**src/hdl/mbps_pkg.sv**
```systemverilog
// ----------------------------------------------------------------------------
// mbps_pkg
// Types, register indexes and helpers of the masked byte pattern scanner.
// ----------------------------------------------------------------------------
package mbps_pkg;

    localparam int MAX_PATTERN_BYTES_DEF = 8;
    localparam int PATTERN_W             = 64;
    localparam int MASK_W                = 8;
    localparam int LEN_W                 = 4;
    localparam int ADDR_W                = 64;
    localparam int CFG_INDEX_W           = 3;
    localparam int CFG_DATA_W            = 64;

    localparam logic [CFG_INDEX_W-1:0] REG_PATTERN_BYTES   = 3'd0;
    localparam logic [CFG_INDEX_W-1:0] REG_MUST_MATCH_MASK = 3'd1;
    localparam logic [CFG_INDEX_W-1:0] REG_PATTERN_LENGTH  = 3'd2;
    localparam logic [CFG_INDEX_W-1:0] REG_BASE_ADDRESS    = 3'd3;
    localparam logic [CFG_INDEX_W-1:0] REG_REVERSE_MODE    = 3'd4;

    localparam logic [LEN_W-1:0] PATTERN_LENGTH_RESET = 4'd1;

    typedef struct packed {
        logic [PATTERN_W-1:0] pattern_bytes;
        logic [MASK_W-1:0]    must_match_mask;
        logic [LEN_W-1:0]     pattern_length;
        logic [ADDR_W-1:0]    base_address;
        logic                 reverse_mode;
    } cfg_t;

    // length clamped to 1..max_bytes
    function automatic logic [LEN_W-1:0] eff_length(input logic [LEN_W-1:0] len,
                                                    input int max_bytes);
        logic [LEN_W-1:0] lim;
        lim = LEN_W'(max_bytes);
        if (len == '0) begin
            return PATTERN_LENGTH_RESET;
        end else if (len > lim) begin
            return lim;
        end
        return len;
    endfunction

endpackage

```
**src/hdl/mbps_cfg.sv**
```systemverilog
// ----------------------------------------------------------------------------
// mbps_cfg
// Configuration register file, written through a plain write port.
// ----------------------------------------------------------------------------
module mbps_cfg (
    input  logic                            aclk,
    input  logic                            aresetn,
    input  logic                            cfg_wen,
    input  logic [mbps_pkg::CFG_INDEX_W-1:0] cfg_index,
    input  logic [mbps_pkg::CFG_DATA_W-1:0]  cfg_wdata,
    output mbps_pkg::cfg_t                  cfg
);
    import mbps_pkg::*;

    cfg_t cfg_reg;

    always_ff @(posedge aclk) begin
        if (!aresetn) begin
            cfg_reg.pattern_bytes   <= '0;
            cfg_reg.must_match_mask <= '0;
            cfg_reg.pattern_length  <= PATTERN_LENGTH_RESET;
            cfg_reg.base_address    <= '0;
            cfg_reg.reverse_mode    <= 1'b0;
        end else if (cfg_wen) begin
            case (cfg_index)
                REG_PATTERN_BYTES:   cfg_reg.pattern_bytes   <= cfg_wdata[PATTERN_W-1:0];
                REG_MUST_MATCH_MASK: cfg_reg.must_match_mask <= cfg_wdata[MASK_W-1:0];
                REG_PATTERN_LENGTH:  cfg_reg.pattern_length  <= cfg_wdata[LEN_W-1:0];
                REG_BASE_ADDRESS:    cfg_reg.base_address    <= cfg_wdata[ADDR_W-1:0];
                REG_REVERSE_MODE:    cfg_reg.reverse_mode    <= cfg_wdata[0];
                default: ;
            endcase
        end
    end

    assign cfg = cfg_reg;

endmodule

```
**src/hdl/mbps_match.sv**
```systemverilog
// ----------------------------------------------------------------------------
// mbps_match
// Sliding byte window and parallel masked compare against the pattern.
// ----------------------------------------------------------------------------
module mbps_match #(
    parameter int MAX_PATTERN_BYTES = mbps_pkg::MAX_PATTERN_BYTES_DEF
) (
    input  logic           aclk,
    input  logic           aresetn,
    input  mbps_pkg::cfg_t cfg,
    input  logic           advance,
    input  logic           last,
    input  logic [7:0]     data_byte,
    output logic           hit
);
    import mbps_pkg::*;

    localparam int IDX_W = (MAX_PATTERN_BYTES > 1) ? $clog2(MAX_PATTERN_BYTES) : 1;

    logic [7:0]       win_reg [MAX_PATTERN_BYTES];
    logic [7:0]       win_new [MAX_PATTERN_BYTES];
    logic [LEN_W-1:0] len;

    // window including the byte being processed, entry 0 the newest
    always_comb begin
        win_new[0] = data_byte;
        for (int k = 1; k < MAX_PATTERN_BYTES; k++) begin
            win_new[k] = win_reg[k-1];
        end
    end

    assign len = eff_length(cfg.pattern_length, MAX_PATTERN_BYTES);

    always_comb begin
        logic [LEN_W-1:0] age;
        hit = 1'b1;
        for (int i = 0; i < MAX_PATTERN_BYTES; i++) begin
            age = len - 4'd1 - LEN_W'(i);
            if ((LEN_W'(i) < len) && cfg.must_match_mask[i] &&
                (win_new[age[IDX_W-1:0]] != cfg.pattern_bytes[8*i +: 8])) begin
                hit = 1'b0;
            end
        end
    end

    always_ff @(posedge aclk) begin
        if (!aresetn) begin
            for (int k = 0; k < MAX_PATTERN_BYTES; k++) begin
                win_reg[k] <= '0;
            end
        end else if (advance) begin
            for (int k = 0; k < MAX_PATTERN_BYTES; k++) begin
                win_reg[k] <= last ? 8'd0 : win_new[k];
            end
        end
    end

endmodule

```
**src/hdl/mbps_track.sv**
```systemverilog
// ----------------------------------------------------------------------------
// mbps_track
// Position and hit tracking per range, and the result register.
// ----------------------------------------------------------------------------
module mbps_track #(
    parameter int MAX_PATTERN_BYTES = mbps_pkg::MAX_PATTERN_BYTES_DEF
) (
    input  logic                       aclk,
    input  logic                       aresetn,
    input  mbps_pkg::cfg_t             cfg,
    input  logic                       advance,
    input  logic                       last,
    input  logic                       hit,
    output logic                       out_free,
    output logic                       m_tvalid,
    input  logic                       m_tready,
    output logic [mbps_pkg::ADDR_W-1:0] m_tdata,  // match_address
    output logic [0:0]                 m_tuser   // found
);
    import mbps_pkg::*;

    logic [ADDR_W-1:0] pos_reg, pos_next;
    logic [ADDR_W-1:0] off_reg, off_next;
    logic              seen_reg, seen_next;
    logic              m_valid_reg;
    logic [ADDR_W-1:0] m_addr_reg;
    logic              m_found_reg;
    logic [LEN_W-1:0]  len_m1;
    logic [ADDR_W-1:0] cand;
    logic              take;

    assign len_m1 = eff_length(cfg.pattern_length, MAX_PATTERN_BYTES) - 4'd1;
    assign cand   = pos_reg - {{(ADDR_W-LEN_W){1'b0}}, len_m1};
    assign take   = hit && ((pos_reg + 64'd1) > {{(ADDR_W-LEN_W){1'b0}}, len_m1});

    always_comb begin
        pos_next  = pos_reg + 64'd1;
        seen_next = seen_reg | take;
        off_next  = (take && (cfg.reverse_mode || !seen_reg)) ? cand : off_reg;
    end

    assign out_free = !m_valid_reg || m_tready;

    always_ff @(posedge aclk) begin
        if (!aresetn) begin
            pos_reg  <= '0;
            off_reg  <= '0;
            seen_reg <= 1'b0;
        end else if (advance) begin
            if (last) begin
                pos_reg  <= '0;
                off_reg  <= '0;
                seen_reg <= 1'b0;
            end else begin
                pos_reg  <= pos_next;
                off_reg  <= off_next;
                seen_reg <= seen_next;
            end
        end
    end

    always_ff @(posedge aclk) begin
        if (!aresetn) begin
            m_valid_reg <= 1'b0;
        end else if (advance && last) begin
            m_valid_reg <= 1'b1;
        end else if (m_tready) begin
            m_valid_reg <= 1'b0;
        end
    end

    always_ff @(posedge aclk) begin
        if (advance && last) begin
            m_found_reg <= seen_next;
            m_addr_reg  <= seen_next ? (cfg.base_address + off_next) : '0;
        end
    end

    assign m_tvalid = m_valid_reg;
    assign m_tdata  = m_addr_reg;
    assign m_tuser  = m_found_reg;

endmodule

```
**src/hdl/masked_byte_pattern_scan.sv**
```systemverilog
// ----------------------------------------------------------------------------
// masked_byte_pattern_scan
// Wildcard byte signature scan over a streamed address range.
//
// The range arrives one byte per transaction on the s_ channel, s_tlast on
// its final byte. Configuration (pattern, must-match mask, length, base
// address, direction) is written through cfg_wen / cfg_index / cfg_wdata.
// Every start position is compared as soon as its last byte arrives.
// For each range one result transaction leaves on the m_ channel:
// m_tuser is the found flag, m_tdata the match address (0 if none).
// Throughput: one byte per cycle, set by the combinational masked compare,
// while no s_tlast byte is held. A result's s_tlast byte is accepted into
// the input register, then the compare loads the result register.
// While a result waits for m_tready, bytes of the next range keep flowing;
// only the next s_tlast byte is held until the result register is free.
// Reset (aresetn low, synchronous) clears range state, drops m_tvalid and
// restores the register defaults (length 1, all others zero).
// ----------------------------------------------------------------------------
module masked_byte_pattern_scan #(
    parameter int MAX_PATTERN_BYTES = mbps_pkg::MAX_PATTERN_BYTES_DEF
) (
    input  logic                             aclk,
    input  logic                             aresetn,
    input  logic                             cfg_wen,
    input  logic [mbps_pkg::CFG_INDEX_W-1:0] cfg_index,
    input  logic [mbps_pkg::CFG_DATA_W-1:0]  cfg_wdata,
    input  logic                             s_tvalid,
    output logic                             s_tready,
    input  logic [7:0]                       s_tdata,   // data_byte
    input  logic                             s_tlast,   // end_of_range
    output logic                             m_tvalid,
    input  logic                             m_tready,
    output logic [mbps_pkg::ADDR_W-1:0]      m_tdata,   // match_address
    output logic [0:0]                       m_tuser    // found
);
    import mbps_pkg::*;

    cfg_t       cfg;
    logic       in_valid_reg;
    logic [7:0] in_byte_reg;
    logic       in_last_reg;
    logic       advance;
    logic       out_free;
    logic       hit;

    assign advance  = in_valid_reg && (!in_last_reg || out_free);
    assign s_tready = !in_valid_reg || advance;

    always_ff @(posedge aclk) begin
        if (!aresetn) begin
            in_valid_reg <= 1'b0;
        end else if (s_tready) begin
            in_valid_reg <= s_tvalid;
        end
    end

    always_ff @(posedge aclk) begin
        if (s_tready && s_tvalid) begin
            in_byte_reg <= s_tdata;
            in_last_reg <= s_tlast;
        end
    end

    mbps_cfg u_cfg (
        .aclk      (aclk),
        .aresetn   (aresetn),
        .cfg_wen   (cfg_wen),
        .cfg_index (cfg_index),
        .cfg_wdata (cfg_wdata),
        .cfg       (cfg)
    );

    mbps_match #(
        .MAX_PATTERN_BYTES (MAX_PATTERN_BYTES)
    ) u_match (
        .aclk      (aclk),
        .aresetn   (aresetn),
        .cfg       (cfg),
        .advance   (advance),
        .last      (in_last_reg),
        .data_byte (in_byte_reg),
        .hit       (hit)
    );

    mbps_track #(
        .MAX_PATTERN_BYTES (MAX_PATTERN_BYTES)
    ) u_track (
        .aclk     (aclk),
        .aresetn  (aresetn),
        .cfg      (cfg),
        .advance  (advance),
        .last     (in_last_reg),
        .hit      (hit),
        .out_free (out_free),
        .m_tvalid (m_tvalid),
        .m_tready (m_tready),
        .m_tdata  (m_tdata),
        .m_tuser  (m_tuser)
    );

endmodule

```
**config.mk**
```make
export PLATFORM = sky130hd
export DESIGN_NAME = masked_byte_pattern_scan
export DESIGN_NICKNAME = d
export VERILOG_FILES = /design/src/hdl/mbps_pkg.sv /design/src/hdl/mbps_cfg.sv /design/src/hdl/mbps_match.sv /design/src/hdl/mbps_track.sv /design/src/hdl/masked_byte_pattern_scan.sv
export SDC_FILE = /design/constraint.sdc
export NUM_CORES = 1
export LEC_CHECK = 0
export BUFFER_PORTS_ARGS = -buffer_cell sky130_fd_sc_hd__buf_2
export CELL_PAD_IN_SITES_DETAIL_PLACEMENT = 1
export CELL_PAD_IN_SITES_GLOBAL_PLACEMENT = 2
export CORE_UTILIZATION = 39
export DETAILED_ROUTE_END_ITERATION = 10
export MAX_ROUTING_LAYER = met4
export PLACE_DENSITY = 0.86
export SLEW_MARGIN = 20
export SYNTH_ARGS = -nofsm -noshare
export SYNTH_HDL_FRONTEND = slang
export SYNTH_SLANG_ARGS = --single-unit
export TNS_END_PERCENT = 50
```
**constraint.sdc**
```tcl
create_clock -name aclk -period 8.7 [get_ports aclk]
set_clock_uncertainty 0.1 [all_clocks]
set_input_delay 0 -clock aclk [delete_from_list [all_inputs] [get_ports aclk]]
set_output_delay 0 -clock aclk [all_outputs]
set_load 0.02 [all_outputs]
```
==> results.md <==
* First-pass GRT wire length at approximately 160000 um
* Worst Hold Endpoint: u_cfg.cfg[132]
* DRC at 0
* Routed Antenna Nets at 0
* CP Data Arrival Time at 8.64 ns
* Post-Place Cells at between 3000 and 4000
* Max FFs per register at 141
* Largest area contributor in the netlist: dfxtp_1
* Worst Tran Pin Value at just under 1 ns
* Drt initial violations at around 1800
* Max Slew Vio Count at 0
* Initial antenna violation count at 2
* Row count at 95
* Root buffer cell: clkbuf_16
* Switching power at 1.49 mW
* Synthesized cell area at 26400 um^2
* Die height at 262 um
* CP Class: flip-flop to flip-flop
* Post-synth EDFFs at 130
* Layout cell share with drive strength beyond 1 at 14.0%
* Library cells used by synthesis at between 100 and 150
* Clock share of power at roughly 43%
* Drt wl/cell at ~26 um
* CP Max Fanout at 22
* Clock Path Buffers at 3
* Synth top area share at 20.6%
* TritonCTS clock tree: built
* RR Startpoint: u_cfg.cfg[66]
* Port bufs at approximately 150
* R2R depth at 27
* Async SR Flop Fraction at 0%
* Max VDD drop at 0.162 mV
* CTS buffer count at 49
* Main flop type after synthesis: dfxtp_1
* H-tree depth at 2
* Largest net degree at the start of global routing at 104
* Logic pwr share at 17.2%
* Total GRT Usage at a little under a third
* FF-to-FF End: u_track.m_tdata[62]
* Core ar. at 67000 um^2
* Slew margin rel. at between 30% and 40%
* Switching share of power at 29.0%
* Non-Filler Instances at 4072
* Register area share after synthesis at 35.4%
* Finished Cell Area at 30600 um^2
* Vias/cell at 5.94
* Die Wd at 262 um
* Max-cap violations at 0
* Vias in the first global route at 24700
* P per Cell Area at between 150 and 200 nW/um^2
* Hold_sp: cfg_wdata[55]
* Final-report hold violation count at 0
* Yosys synthesis warning count at 0
* Clk Latency, worst-skew pair at 0.61 ns
* Final Core Density at 45.7%
* Nets at approximately 3300
* TritonRoute pass-1 iters at 5
* #FFs+latches synth at between 400 and 500
* Minimum clock period at just over 8 ns
* Fillcell total at 7744
* Final WL at 107000 um
* Hold depth at 4
* Hold crit path type: primary input to flip-flop
* Flop pwr share at 40.1%
* Pleak at 12.2 nW
* Startpoint types: flip-flop
* Final setup vio count at 0
* Status: finished clean
* Num Clock Sinks at 402
* DP Area at 27800 um^2
* GP Congestion at 0.992
* Die area at 68700 um^2
* Avg Cell Area, Syn at ~8.8 um^2
* Fmax achieved at 121 MHz
* Int Pwr at 3.65 mW
* Area grow syn2layout at 16.0%
* Initial core utilization at 39.4%
* Worst-path clk slew at about 0.06 ns
* CP endpoint kind: flip-flop
* Dpl hpwl at roughly 80000 um
* I/O pin count at 148
* CP dominant cell by count: buf_4
* Syn Inst Count at about 3000
* CP peak stage delay at 0.81 ns
* Via count at 24200
* WP data required at between 9 and 10 ns
* Reg-to-reg slack, setup at 0.41 ns
* Final Cycle Share at 95.3%
* Grt total ovfl at 0
* CP max-delay cell: a2111oi_1
* Main area contributors after synthesis: dfxtp_1 (21%), edfxtp_1 (15%), nand2_1 (6.3%)
## cells by family (layout without fill, tap and decap cells)
| logic type | count (synthesis) | after routing | share of synthesized area [%] |
|---|---|---|---|
| simple gates | 1077 | 1078 | 20.0 |
| buf+inv | 287 | 476 | 4.99 |
| flops | 402 | 402 | 35.4 |
| compound gates | 774 | 774 | 20.2 |
| other cells | 1 | 3 | 0.0142 |
| fa+ha+maj | 74 | 74 | 3.54 |
| mux | 185 | 185 | 8.82 |
| xor+xnor | 207 | 207 | 7.07 |
## worst max path at each step
| stage | cells past startpoint | to | slack (ns) | start |
|---|---|---|---|---|
| final | 27 | u_track.m_tdata[62] | 0.41 | u_cfg.cfg[66] |
| after floorplan | 35 | u_track.m_tdata[63] | 0.89 | u_cfg.cfg[68] |
| after global placement | 27 | u_track.m_tdata[56] | 0.35 | u_cfg.cfg[66] |
| after detailed placement | 24 | u_track.m_tdata[56] | 0.31 | u_track.pos_reg[1] |
| after CTS | 24 | u_track.m_tdata[56] | 0.13 | u_track.pos_reg[1] |
| after global routing | 28 | u_track.m_tdata[56] | -0.05 | u_cfg.cfg[66] |
## power by group through the flow
stage / combinational, mW / clock, mW / sequential, mW
final: 0.883 / 2.19 / 2.06
after global routing: 0.946 / 2.30 / 2.06
after CTS: 0.867 / 2.23 / 2.06
after detailed placement: 0.827 / 0 / 2.10
after global placement: 0.814 / 0 / 2.09
after floorplan: 0.548 / 0 / 2.08
## layer usage
layer  global-route usage, %  share of wire (%)
met1                    38.2                 43
met2                    52.5                 49
met3                    2.90                3.6
met4                    13.2                4.7
met5                       -                  0
## cell usage after synthesis (all sizes together), types with 49 or more instances
cell type,instances
nor2,201
nand4,49
a22o,68
nor3,61
buf,89
nand3,60
mux2,71
xor2,79
a21oi,131
and3,65
xnor2,126
inv,54
dfxtp,272
nand2,445
ha,73
a21boi,140
o21ai,156
mux2i,83
clkbuf,141
edfxtp,130
## per-stage QoR
stage	setup TNS (ns)	setup slack [ns]	total power [mW]	hold WS, ns
after floorplan	0	0.888	2.62	-0.00113
after global placement	0	0.353	2.91	0.0790
after detailed placement	0	0.307	2.92	0.0796
after CTS	0	0.133	5.15	0.0978
after global routing	-0.0500	-0.0500	5.30	0.132
final	0	0.407	5.13	0.120
## worst max-delay path: cells and delay by family, from the launching register on
kind	cells	cell delay, ns
AO/OA/AOI/OAI	12	4.16
adder cells (fa/ha/maj)	1	0.25
multiplexers	2	0.52
buffers and inverters	6	1.31
flip-flops	1	0.37
AND/OR/NAND/NOR	5	1.22
XOR/XNOR	1	0.20
## layout by cell type (no fill, tap or decap), types with 22 or more instances in the layout
master,n
mux2_2,22
nand3_1,58
mux2i_1,80
dlygate4sd3_1,95
a22o_1,68
nor3_1,59
buf_4,83
mux2_1,49
a21oi_1,130
ha_1,72
buf_2,146
nand4_1,45
o21ai_0,153
nor4_1,24
and2_1,23
edfxtp_1,130
and3_1,64
a21o_1,31
inv_1,48
nor2b_1,26
mux4_2,31
xor2_1,79
xnor2_1,124
a21boi_0,140
a31oi_1,33
dfxtp_1,269
nor2_1,193
nand2_1,442
clkbuf_16,49
## area by class of cell
class / instances / area [um^2] / area share, %
multi-input cells: 2320 / 15900 / 51.9
flip-flops and latches: 402 / 9350 / 30.6
repair buffers: 329 / 2380 / 7.77
clock buffers: 66 / 1360 / 4.44
well taps: 873 / 1090 / 3.57
clock inverters: 24 / 317 / 1.03
inverters: 57 / 220 / 0.719
diodes: 1 / 2.50 / 0.00818
## timing repair
item,CTS,global route
endpoints found under the setup margin,0,9
resized for setup,0,27
buffers inserted,0,7
hold buffers,95,0
hold endpoints to repair,162,0
(Power assumes the default switching activity.)
